`config.mk`:
```
export PLATFORM = sky130hd
export DESIGN_NAME = compare_alarm_timer
export DESIGN_NICKNAME = d
export VERILOG_FILES = /design/src/rtl/core/cat_pkg.sv /design/src/rtl/core/compare_alarm_timer.sv /design/src/rtl/core/cat_front.sv /design/src/rtl/core/cat_queue.sv /design/src/rtl/core/cat_back.sv
export SDC_FILE = /design/constraint.sdc
export NUM_CORES = 1
export LEC_CHECK = 0
export ABC_AREA = 1
export BUFFER_PORTS_ARGS = -buffer_cell sky130_fd_sc_hd__clkbuf_2
export CAP_MARGIN = 30
export CORE_MARGIN = 4
export CORE_UTILIZATION = 50
export DETAILED_ROUTE_END_ITERATION = 12
export PLACE_DENSITY = 0.81
export SYNTH_ARGS = -nofsm -noshare
export SYNTH_HDL_FRONTEND = slang
export SYNTH_SLANG_ARGS = --single-unit
```
`constraint.sdc`:
```
create_clock -name i_clk -period 3.3 [get_ports i_clk]
set_input_delay 0.165 -clock i_clk [delete_from_list [all_inputs] [get_ports i_clk]]
set_output_delay 0.165 -clock i_clk [all_outputs]
set_load 0.01 [all_outputs]
```
`src/rtl/core/cat_pkg.sv`:
```
// Shared types and constants for the compare/alarm timer.
package cat_pkg;

    localparam int NUM_ALARMS  = 3;
    localparam int SEL_W       = 2;
    localparam int DELAY_W     = 16;
    localparam int TAG_W       = 32;
    localparam int CHAN_W      = 2;
    localparam int HP_W        = 16;
    localparam int MAX_FIRE    = 4;
    localparam int QUEUE_DEPTH = 2;

    localparam logic [HP_W-1:0] HALF_PERIOD_RESET = 16'd1000;

    localparam logic [1:0] MODE_TICK   = 2'd0;
    localparam logic [1:0] MODE_SET    = 2'd1;
    localparam logic [1:0] MODE_CANCEL = 2'd2;
    localparam logic [1:0] MODE_START  = 2'd3;

    typedef enum logic [2:0] {
        OP_TICK,
        OP_SET,
        OP_CANCEL,
        OP_START,
        OP_NOP
    } t_op;

    typedef struct packed {
        t_op                     op;
        logic [SEL_W-1:0]        sel;
        logic [DELAY_W-1:0]      delay;
        logic signed [TAG_W-1:0] tag;
    } t_cmd;

    typedef struct packed {
        logic busy;   // firings still waiting to go out
        logic pop;    // command taken from the queue this cycle
    } t_back_status;

endpackage

```
`src/rtl/core/compare_alarm_timer.sv`:
```
// Path: queue at acceptance, then the firing mask at pop, then the result register.
// Further firings of the same tick follow one per cycle while the output is taken.
// Throughput: one request per cycle while the queue is not full; a tick with firings
// holds the back end until the single result register has sent them one at a time.
// Reset (sync, active low): counter, targets and flags cleared, queue empty,
// half period back to 1000; alarm tags keep their contents until a set writes them.
module compare_alarm_timer #(
    parameter int COUNTER_BITS = 16
) (
    input  logic                             i_clk,
    input  logic                             i_rst_n,
    input  logic                             i_cfg_valid,
    output logic                             o_cfg_ready,
    input  logic [cat_pkg::HP_W-1:0]         i_cfg_half_period,
    input  logic                             i_in_valid,
    output logic                             o_in_ready,
    input  logic [1:0]                       i_mode,
    input  logic [cat_pkg::SEL_W-1:0]        i_alarm_select,
    input  logic [cat_pkg::DELAY_W-1:0]      i_delay_ticks,
    input  logic signed [cat_pkg::TAG_W-1:0] i_tag,
    output logic                             o_out_valid,
    input  logic                             i_out_ready,
    output logic [cat_pkg::CHAN_W-1:0]       o_fired_channel,
    output logic signed [cat_pkg::TAG_W-1:0] o_fired_tag,
    output logic                             o_last
);
    import cat_pkg::*;

    logic [HP_W-1:0] r_half_period;
    logic            q_full;
    logic            push;
    t_cmd            front_cmd;
    logic            q_valid;
    t_cmd            q_cmd;
    t_back_status    back_st;

    assign o_cfg_ready = 1'b1;

    always_ff @(posedge i_clk) begin
        if (!i_rst_n) begin
            r_half_period <= HALF_PERIOD_RESET;
        end else if (i_cfg_valid) begin
            r_half_period <= i_cfg_half_period;
        end
    end

    cat_front u_front (
        .i_in_valid     (i_in_valid),
        .o_in_ready     (o_in_ready),
        .i_mode         (i_mode),
        .i_alarm_select (i_alarm_select),
        .i_delay_ticks  (i_delay_ticks),
        .i_tag          (i_tag),
        .i_q_full       (q_full),
        .o_push         (push),
        .o_cmd          (front_cmd)
    );

    cat_queue u_queue (
        .i_clk   (i_clk),
        .i_rst_n (i_rst_n),
        .i_push  (push),
        .i_cmd   (front_cmd),
        .o_full  (q_full),
        .i_pop   (back_st.pop),
        .o_valid (q_valid),
        .o_cmd   (q_cmd)
    );

    cat_back #(
        .COUNTER_BITS (COUNTER_BITS)
    ) u_back (
        .i_clk           (i_clk),
        .i_rst_n         (i_rst_n),
        .i_half_period   (r_half_period),
        .i_q_valid       (q_valid),
        .i_cmd           (q_cmd),
        .o_status        (back_st),
        .o_out_valid     (o_out_valid),
        .i_out_ready     (i_out_ready),
        .o_fired_channel (o_fired_channel),
        .o_fired_tag     (o_fired_tag),
        .o_last          (o_last)
    );

    // no new command is started while firings of the previous tick remain
    a_pop_when_idle: assert property (@(posedge i_clk) disable iff (!i_rst_n)
        back_st.pop |-> !back_st.busy)
        else $error("command popped while firings outstanding");

    // a non-final firing on the output implies more firings are queued behind it
    a_more_after_not_last: assert property (@(posedge i_clk) disable iff (!i_rst_n)
        (o_out_valid && !o_last) |-> back_st.busy)
        else $error("firing without last flag but none left");

    // a full queue stays full, and the front stalled, until the back end pops from it
    a_full_stall: assert property (@(posedge i_clk) disable iff (!i_rst_n)
        (q_full && !back_st.pop) |=> q_full)
        else $error("queue emptied without a pop");

endmodule

```
`src/rtl/core/cat_front.sv`:
```
// Front end: accepts requests and classifies them into queue commands.
module cat_front (
    input  logic                         i_in_valid,
    output logic                         o_in_ready,
    input  logic [1:0]                   i_mode,
    input  logic [cat_pkg::SEL_W-1:0]    i_alarm_select,
    input  logic [cat_pkg::DELAY_W-1:0]  i_delay_ticks,
    input  logic signed [cat_pkg::TAG_W-1:0] i_tag,
    input  logic                         i_q_full,
    output logic                         o_push,
    output cat_pkg::t_cmd                o_cmd
);
    import cat_pkg::*;

    logic sel_ok;
    t_op  op;

    assign sel_ok = 32'(i_alarm_select) < NUM_ALARMS;

    always_comb begin
        case (i_mode)
            MODE_TICK:   op = OP_TICK;
            MODE_SET:    op = sel_ok ? OP_SET : OP_NOP;
            MODE_CANCEL: op = sel_ok ? OP_CANCEL : OP_NOP;
            MODE_START:  op = OP_START;
            default:     op = OP_NOP;
        endcase
    end

    assign o_in_ready  = !i_q_full;
    assign o_push      = i_in_valid && !i_q_full;
    assign o_cmd.op    = op;
    assign o_cmd.sel   = i_alarm_select;
    assign o_cmd.delay = i_delay_ticks;
    assign o_cmd.tag   = i_tag;

endmodule

```
`src/rtl/core/cat_queue.sv`:
```
// Short command queue between front and back end.
module cat_queue (
    input  logic          i_clk,
    input  logic          i_rst_n,
    input  logic          i_push,
    input  cat_pkg::t_cmd i_cmd,
    output logic          o_full,
    input  logic          i_pop,
    output logic          o_valid,
    output cat_pkg::t_cmd o_cmd
);
    import cat_pkg::*;

    localparam int PTR_W = $clog2(QUEUE_DEPTH);
    localparam int CNT_W = $clog2(QUEUE_DEPTH + 1);

    t_cmd             r_mem [QUEUE_DEPTH];
    logic [PTR_W-1:0] r_wr_ptr, n_wr_ptr;
    logic [PTR_W-1:0] r_rd_ptr, n_rd_ptr;
    logic [CNT_W-1:0] r_count, n_count;

    assign o_full  = r_count == CNT_W'(QUEUE_DEPTH);
    assign o_valid = r_count != '0;
    assign o_cmd   = r_mem[r_rd_ptr];

    always_comb begin
        n_wr_ptr = r_wr_ptr;
        n_rd_ptr = r_rd_ptr;
        n_count  = r_count;
        if (i_push) begin
            n_wr_ptr = (r_wr_ptr == PTR_W'(QUEUE_DEPTH - 1)) ? '0 : r_wr_ptr + 1'b1;
        end
        if (i_pop) begin
            n_rd_ptr = (r_rd_ptr == PTR_W'(QUEUE_DEPTH - 1)) ? '0 : r_rd_ptr + 1'b1;
        end
        if (i_push && !i_pop) begin
            n_count = r_count + 1'b1;
        end else if (!i_push && i_pop) begin
            n_count = r_count - 1'b1;
        end
    end

    always_ff @(posedge i_clk) begin
        if (!i_rst_n) begin
            r_wr_ptr <= '0;
            r_rd_ptr <= '0;
            r_count  <= '0;
        end else begin
            r_wr_ptr <= n_wr_ptr;
            r_rd_ptr <= n_rd_ptr;
            r_count  <= n_count;
        end
    end

    always_ff @(posedge i_clk) begin
        if (i_push) begin
            r_mem[r_wr_ptr] <= i_cmd;
        end
    end

endmodule

```
`src/rtl/core/cat_back.sv`:
```
// Back end: counter, compare channels, firing selection and result register.
module cat_back #(
    parameter int COUNTER_BITS = 16
) (
    input  logic                          i_clk,
    input  logic                          i_rst_n,
    input  logic [cat_pkg::HP_W-1:0]      i_half_period,
    input  logic                          i_q_valid,
    input  cat_pkg::t_cmd                 i_cmd,
    output cat_pkg::t_back_status         o_status,
    output logic                          o_out_valid,
    input  logic                          i_out_ready,
    output logic [cat_pkg::CHAN_W-1:0]    o_fired_channel,
    output logic signed [cat_pkg::TAG_W-1:0] o_fired_tag,
    output logic                          o_last
);
    import cat_pkg::*;

    localparam int CH   = NUM_ALARMS + 1;
    localparam int PER  = NUM_ALARMS;
    localparam int CH_W = $clog2(CH);
    localparam int FC_W = $clog2(MAX_FIRE + 1);

    logic [COUNTER_BITS-1:0] r_count, n_count;
    logic [COUNTER_BITS-1:0] r_target [CH];
    logic [COUNTER_BITS-1:0] n_target [CH];
    logic [CH-1:0]           r_enabled, n_enabled;
    logic [CH-1:0]           r_pending, n_pending;
    logic [CH-1:0]           r_mask, n_mask;       // firings left to send
    logic signed [TAG_W-1:0] r_tag [NUM_ALARMS];

    logic                    r_out_valid, n_out_valid;
    logic [CHAN_W-1:0]       r_out_chan, n_out_chan;
    logic signed [TAG_W-1:0] r_out_tag, n_out_tag;
    logic                    r_out_last, n_out_last;

    logic                    pop;
    logic                    load;
    logic [COUNTER_BITS-1:0] cnt_inc;
    logic [COUNTER_BITS-1:0] delay_ext;
    logic [COUNTER_BITS-1:0] hp_ext;
    logic [CH-1:0]           pend;
    logic [CH-1:0]           fire;
    logic [FC_W-1:0]         fire_n;
    logic [CH_W-1:0]         pick;
    logic signed [TAG_W-1:0] pick_tag;

    assign pop       = i_q_valid && (r_mask == '0);
    assign load      = (r_mask != '0) && (!r_out_valid || i_out_ready);
    assign cnt_inc   = r_count + 1'b1;
    assign delay_ext = COUNTER_BITS'(i_cmd.delay);
    assign hp_ext    = COUNTER_BITS'(i_half_period);

    // priority: periodic first, then lowest alarm
    always_comb begin
        pick     = CH_W'(PER);
        pick_tag = '0;
        if (!r_mask[PER]) begin
            for (int i = NUM_ALARMS - 1; i >= 0; i--) begin
                if (r_mask[i]) begin
                    pick     = CH_W'(i);
                    pick_tag = r_tag[i];
                end
            end
        end
    end

    always_comb begin
        n_count     = r_count;
        n_target    = r_target;
        n_enabled   = r_enabled;
        n_pending   = r_pending;
        n_mask      = r_mask;
        n_out_valid = r_out_valid;
        n_out_chan  = r_out_chan;
        n_out_tag   = r_out_tag;
        n_out_last  = r_out_last;
        pend        = r_pending;
        fire        = '0;
        fire_n      = '0;

        if (pop) begin
            case (i_cmd.op)
                OP_SET: begin
                    for (int i = 0; i < NUM_ALARMS; i++) begin
                        if (32'(i_cmd.sel) == i) begin
                            n_target[i]  = r_count + delay_ext;
                            n_pending[i] = 1'b0;
                            n_enabled[i] = 1'b1;
                        end
                    end
                end
                OP_CANCEL: begin
                    for (int i = 0; i < NUM_ALARMS; i++) begin
                        if (32'(i_cmd.sel) == i) begin
                            n_pending[i] = 1'b0;
                            n_enabled[i] = 1'b0;
                        end
                    end
                end
                OP_START: begin
                    n_count        = '0;
                    n_pending      = '0;
                    n_enabled      = '0;
                    n_target[PER]  = hp_ext;
                    n_enabled[PER] = 1'b1;
                end
                OP_TICK: begin
                    n_count = cnt_inc;
                    // target matches latch as pending even on disabled channels
                    for (int i = 0; i < CH; i++) begin
                        if (r_target[i] == cnt_inc) begin
                            pend[i] = 1'b1;
                        end
                    end
                    if (pend[PER] && r_enabled[PER]) begin
                        fire[PER]     = 1'b1;
                        fire_n        = FC_W'(1);
                        n_target[PER] = r_target[PER] + hp_ext;
                    end
                    for (int i = 0; i < NUM_ALARMS; i++) begin
                        if (pend[i] && r_enabled[i] && (fire_n < FC_W'(MAX_FIRE))) begin
                            fire[i]      = 1'b1;
                            n_enabled[i] = 1'b0;
                            fire_n       = fire_n + 1'b1;
                        end
                    end
                    n_pending = pend & ~fire;
                    n_mask    = fire;
                end
                default: begin
                end
            endcase
        end

        if (load) begin
            n_mask[pick] = 1'b0;
            n_out_valid  = 1'b1;
            n_out_chan   = CHAN_W'(pick);
            n_out_tag    = pick_tag;
            n_out_last   = n_mask == '0;
        end else if (i_out_ready) begin
            n_out_valid = 1'b0;
        end
    end

    always_ff @(posedge i_clk) begin
        if (!i_rst_n) begin
            r_count     <= '0;
            r_enabled   <= '0;
            r_pending   <= '0;
            r_mask      <= '0;
            r_out_valid <= 1'b0;
            for (int i = 0; i < CH; i++) begin
                r_target[i] <= '0;
            end
        end else begin
            r_count     <= n_count;
            r_target    <= n_target;
            r_enabled   <= n_enabled;
            r_pending   <= n_pending;
            r_mask      <= n_mask;
            r_out_valid <= n_out_valid;
        end
    end

    always_ff @(posedge i_clk) begin
        r_out_chan <= n_out_chan;
        r_out_tag  <= n_out_tag;
        r_out_last <= n_out_last;
        for (int i = 0; i < NUM_ALARMS; i++) begin
            if (pop && (i_cmd.op == OP_SET) && (32'(i_cmd.sel) == i)) begin
                r_tag[i] <= i_cmd.tag;
            end
        end
    end

    assign o_status.busy  = r_mask != '0;
    assign o_status.pop   = pop;
    assign o_out_valid     = r_out_valid;
    assign o_fired_channel = r_out_chan;
    assign o_fired_tag     = r_out_tag;
    assign o_last          = r_out_last;

endmodule

```
* Word level (Yosys, flattened, before mapping)
Memories as Yosys holds them, arrays and structs flattened. A register that Yosys moved wholly into a read port is not among the register bits.
Index checks and enable logic that the tools add are counted.
Widths: inputs -> output; s select.
** Word-level totals
- Flip-flop bits (word level) :: 148
- RAM bits :: 202
- Input bits :: 73
- Output and inout bits :: 38
- Memories :: 2
** Memory list
- u_queue.r_mem :: depth 2, width 53, rd ports 1, clocked after memory_dff 1, write ports 1, line cat_queue.sv:17 : t_cmd r_mem [QUEUE_DEPTH];
- u_back.r_tag :: depth 3, width 32, rd ports 3, clocked after memory_dff 0, write ports 1, line cat_back.sv:30 : logic signed [TAG_W-1:0] r_tag [NUM_ALARMS];
** Operators by class
- $add $sub $neg :: 9
- Order comparisons :: 6
- Equal/unequal tests :: 26
- Mux-type cells :: 85
- Bitwise operators :: 4
- Reduce and logical (&&, ||, !) cells :: 49
** Operators by type and width (number)
- $mux 32 :: 5
- $eq 16x16->1 :: 4
- $pmux 16 s2 :: 2
- $reduce_or 32->1 :: 2
- $mux 1 :: 52
- $add 16x16->16 :: 2
- $mux 3 :: 10
- $pmux 3 s4 :: 2
- $reduce_and 3->1 :: 7
- $ne 2x1->1 const B :: 10
- $logic_and 1x1->1 :: 17
- $add 16x1->16 const B :: 1
- $mux 16 :: 1
- $reduce_and 5->1 :: 3
- $mux 2 :: 7
- $mux 4 :: 3
- $lt 3x3->1 const B :: 3
- $pmux 3 s3 :: 1
- $and 4x4->4 :: 2
- $eq 2x2->1 const B :: 4
- $logic_not 4->1 :: 2
- $not 4->4 :: 2
- $reduce_bool 2->1 :: 4
- $reduce_bool 4->1 :: 2
- other kinds (20) :: 31

* Logic depth before layout (Yosys ltp)
- Word-level depth :: 28
- Depth in mapped cells :: 19
- Gate-level depth less buffers :: 18

* By module
A second synthesis with hierarchy kept.
** Unflattened totals
- Cell total of the unflattened synthesis :: 1745
- Area, all modules :: 16866.2 µm²
** By module, submodules not included
- cat_back :: instances 1, cells an instance 1389, area an instance 11471.0 µm², sequential area each 5795.6 µm²
- cat_queue :: instances 1, cells an instance 200, area an instance 4306.6 µm², sequential area each 3283.1 µm²
- compare_alarm_timer :: instances 1, cells an instance 92, area an instance 658.1 µm², sequential area each 320.3 µm²
- cat_front :: instances 1, cells an instance 64, area an instance 430.4 µm², sequential area each 0.0 µm²

* Worst setup path before layout
OpenSTA, ideal clock, no wires.
- Kind :: register to register
- From :: register (tool-made name)
- To :: register u_back.r_target[28] (netlist bit)
- Library setup time :: 0.109 ns
- Arrival :: 3.284 ns
- Setup slack :: -0.093 ns
- Cell stages (with the launch flop) :: 17
- Buffers on the path :: 3
- Clock period less this slack :: 3.393 ns
- Path through :: dfxtp_1 -> buf_4 -> clkbuf_1 -> clkbuf_1 -> mux2_2 -> ha_1 -> inv_1 -> fa_1 -> nor2_1 -> a211oi_1 -> o21ai_0 -> a21oi_1 -> o21ai_0 -> xor2_1 -> nand2_1 -> nand2_1 -> inv_1
** RTL lines
- end signal, assigned :: line cat_back.sv:159 : r_target <= n_target;
- end, declared :: line cat_back.sv:25 : logic [COUNTER_BITS-1:0] r_target [CH];

==> results by group <==
Drt
  – Vias: 12317
  – Routed wl met2: 19400 um
  – Number of remaining DRC errors: 0
  – WL met1: 16100 um
  – Met3 WL: 2660 um
  – Post-route ant nets: 0
  – DRC marker count from the first detailed-route iteration: 954
  – Routed len/inst: 17.4 um
  – Drt first pass iters: 8
  – Vias per cell: 5.46
  – Final wirelength: 39200 um
  – Top sig layer: met4

Timing
  – Fin worst setup slack: 0.322 ns
  – Worst rel slew slack: 31.8%
  – Worst Clk Skew: 0.0171 ns
  – Period utilisation layout: 90.2%
  – Slew @ Worst Pin: 1.02 ns
  – Final Hold Fails: 0
  – Setup violations, final: 0
  – Setup TNS: 0 ns
  – FMAX: 336 MHz
  – Slew Limit Fails: 0
  – RSZ-0062 raised after global routing: no
  – Tmin final: 2.98 ns

Job
  – Max-cap viol count: 0

Finish
  – Commonest non-fill, non-tap cell in the layout: nand2_1
  – Layout area overhead: 18.1%
  – Multi-input logic area: 5740 sq um
  – Nets: 1930
  – Fin util: 59.9%
  – Layout cell share with drive strength beyond 1: 15.0%
  – Most frequent cells in the layout: 361 x nand2_1, 237 x edfxtp_1, 176 x a21oi_1, 161 x inv_1, 117 x o21ai_0
  – Fill count: 2532
  – Final Instance Area: 18900 sq um
  – Non-filler cells, final: 2256
  – Sequential cell area: 9400 sq um

Clock network
  – Sink Count: 351
  – TritonCTS Buffers: 37
  – Clk root buf: clkbuf_16
  – TritonCTS clock tree: built
  – CTS clk-pin slew, worst paths: 0.06 ns
  – Number of instances resized during post-cts repair: 0
  – Clk_lat worst skew: 0.53 ns
  – Max clock buf depth: 3
  – H-tree depth: 2

Setup path
  – CP Cell Sequence: mux2_2, ha_1, inv_1, fa_1, nor2_1, a211oi_1, o21ai_0, a21oi_1, o21ai_0, xor2_1, nand2_1, nand2_1, inv_1
  – Crit-path max FO: 7
  – Slowest-stage cell, CP: dfxtp_2
  – Worst EP arrival: 3.39 ns
  – Max incr delay on CP: 0.40 ns
  – Kind of critical path: reg2reg
  – Worst setup EP type: flip-flop
  – Worst EP required: 3.72 ns
  – Crit start category: flip-flop
  – Bufs and invs on worst path: 2
  – Family with the most delay on the worst path: compound AO/OA/AOI/OAI gates

Floorplanning
  – FP Rows: 65
  – Die area: 34900 sq um
  – IO Pins: 111
  – Die H: 187 um
  – Initial Utilization: 50.7%
  – DIE WIDTH: 187 um
  – Core Area: 31600 sq um

Placed design
  – Pre-CTS setup slack: 0.389 ns
  – Area after DPL: 17000 sq um
  – Post-DP HPWL: 25400 um
  – GP Congestion: 0.935
  – Placed Instances: 2119
  – Buffers on Ports: 109

Yosys
  – Syn_nets: 1747
  – Yosys top cell area share: 44.5%
  – Cells after Synth: 1640
  – Flops & latches, synth: 351
  – Mean post-synth cell area: 9.76 sq um
  – Synth area leaders: edfxtp_1 44%, dfxtp_1 14%, nand2_1 8.5%
  – Synth Warn #: 0
  – Main synth FF type: edfxtp_1
  – Post-synth EDFFs: 237
  – Synth area leader: edfxtp_1
  – Post-synthesis sequential area ratio: 58.7%
  – Cell area after synthesis: 16000 sq um
  – Synth cell types: 49
  – Async SR Flop Fraction: 0%

GRT
  – Overflow after GRT: 0
  – Overall Global Routing Usage: 21.8%
  – Largest net degree at the start of global routing: 62
  – Initial antenna violation count: 1
  – First-pass GRT wire length: 62500 um
  – Number of global-route vias before repair: 12194

Pwr
  – Static Leak: 7.56 nW
  – PD cells: 675 nW/um^2
  – Net Sw Frac: 30.6%
  – Clock power share: 31.5%
  – Int Pwr: 8.86 mW
  – Combinational power share: 23.7%
  – Psw: 3.90 mW
  – Seq pwr share: 44.8%
  – VDD IR max: 384 uV

Run status
  – Status: complete, no violations

Worst hold path
  – Hold WC Path Type: in2reg
==> layer usage <==
layer / vias to the layer above / track usage [%]
met2: 474 / 38.6
li1: 5926 / -
met3: 101 / 3.88
met5: - / 0
met4: 0 / 6.66
met1: 5816 / 27.5
==> sequential cells by signal, summed over array words and instances, names as in the netlist, named ones only <==
signal and flops:
u_queue.r_wr_ptr 1, u_back.o_fired_tag 32, r_half_period 16, u_back.o_out_valid 1
u_back.r_pending 4, u_queue.r_count 2, u_queue.r_mem 106, u_back.r_tag 96
u_back.r_target 64, u_queue.r_rd_ptr 1, u_back.o_fired_channel 2, u_back.o_last 1
u_back.r_count 16, u_back.r_enabled 4, u_back.r_mask 4
==> what timing repair did <==
item | CTS | global route
setup buffers | 0 | 0
hold endpoints to repair | 116 | 0
hold buffers | 66 | 0
==> worst paths after layout <==
kind	startpoint	to	slack (ns)	cells after the start
min	i_mode[0]	u_queue.r_mem[0][50]	0.03	3
min reg2reg	u_back.r_pending[0]	u_back.r_pending[0]	0.47	2
max	flip-flop	u_back.r_target[60]	0.32	13
max reg2reg	flip-flop	u_back.r_target[60]	0.32	13
==> cells in the mapped netlist (9+ instances only) <==
| library cell | instances |
|---|---|
| a21oi_1 | 176 |
| clkbuf_1 | 41 |
| dfxtp_1 | 114 |
| edfxtp_1 | 237 |
| ha_1 | 32 |
| inv_1 | 164 |
| mux2_2 | 47 |
| nand2_1 | 361 |
| nand3_1 | 94 |
| nand4_1 | 9 |
| nor2_1 | 111 |
| o21ai_0 | 117 |
| xnor2_1 | 11 |
| xor2_1 | 23 |
==> power by group through the flow <==
stage | sequential (mW) | combinational (mW) | clock (mW)
final | 5.71 | 3.02 | 4.02
after global routing | 5.75 | 3.33 | 4.26
after CTS | 5.70 | 2.99 | 4.08
after detailed placement | 5.79 | 2.90 | 0
after global placement | 5.76 | 2.81 | 0
after floorplan | 5.70 | 2.10 | 0
==> logic make-up (layout without fill, tap and decap cells) <==
logic type      after synthesis  after routing  synth area share, %
compound gates              321            321                 10.6
simple gates                617            617                 16.5
mux                          53             53                 3.68
fa+ha+maj                    34             34                 2.75
flops                       351            351                 58.7
other cells                   1              3               0.0234
xor+xnor                     36             36                 2.14
buf+inv                     227            439                 5.56
==> worst min-delay path: stages <==
cell and delay (ns):
clkbuf_2 0.10, inv_1 0.07, a21oi_1 0.05
==> metrics by stage <==
stage / power, mW / hold slack (ns)
floorplan: 7.80 / 0.264
global placement: 8.57 / 0.355
detailed placement: 8.69 / 0.358
CTS: 12.8 / 0.0165
global route: 13.3 / 0.0442
finish: 12.8 / 0.0306
==> cell type report <==
| cell class | count | share of cell area (%) |
|---|---|---|
| flip-flops and latches | 351 | 49.7 |
| repair buffers | 200 | 7.57 |
| multi-input cells | 1062 | 30.4 |
| inverters | 171 | 3.41 |
| clock buffers | 53 | 5.40 |
| diodes | 2 | 0.0265 |
| well taps | 402 | 2.66 |
| clock inverters | 15 | 0.828 |
Note: power is estimated with default switching activity, not from simulation.
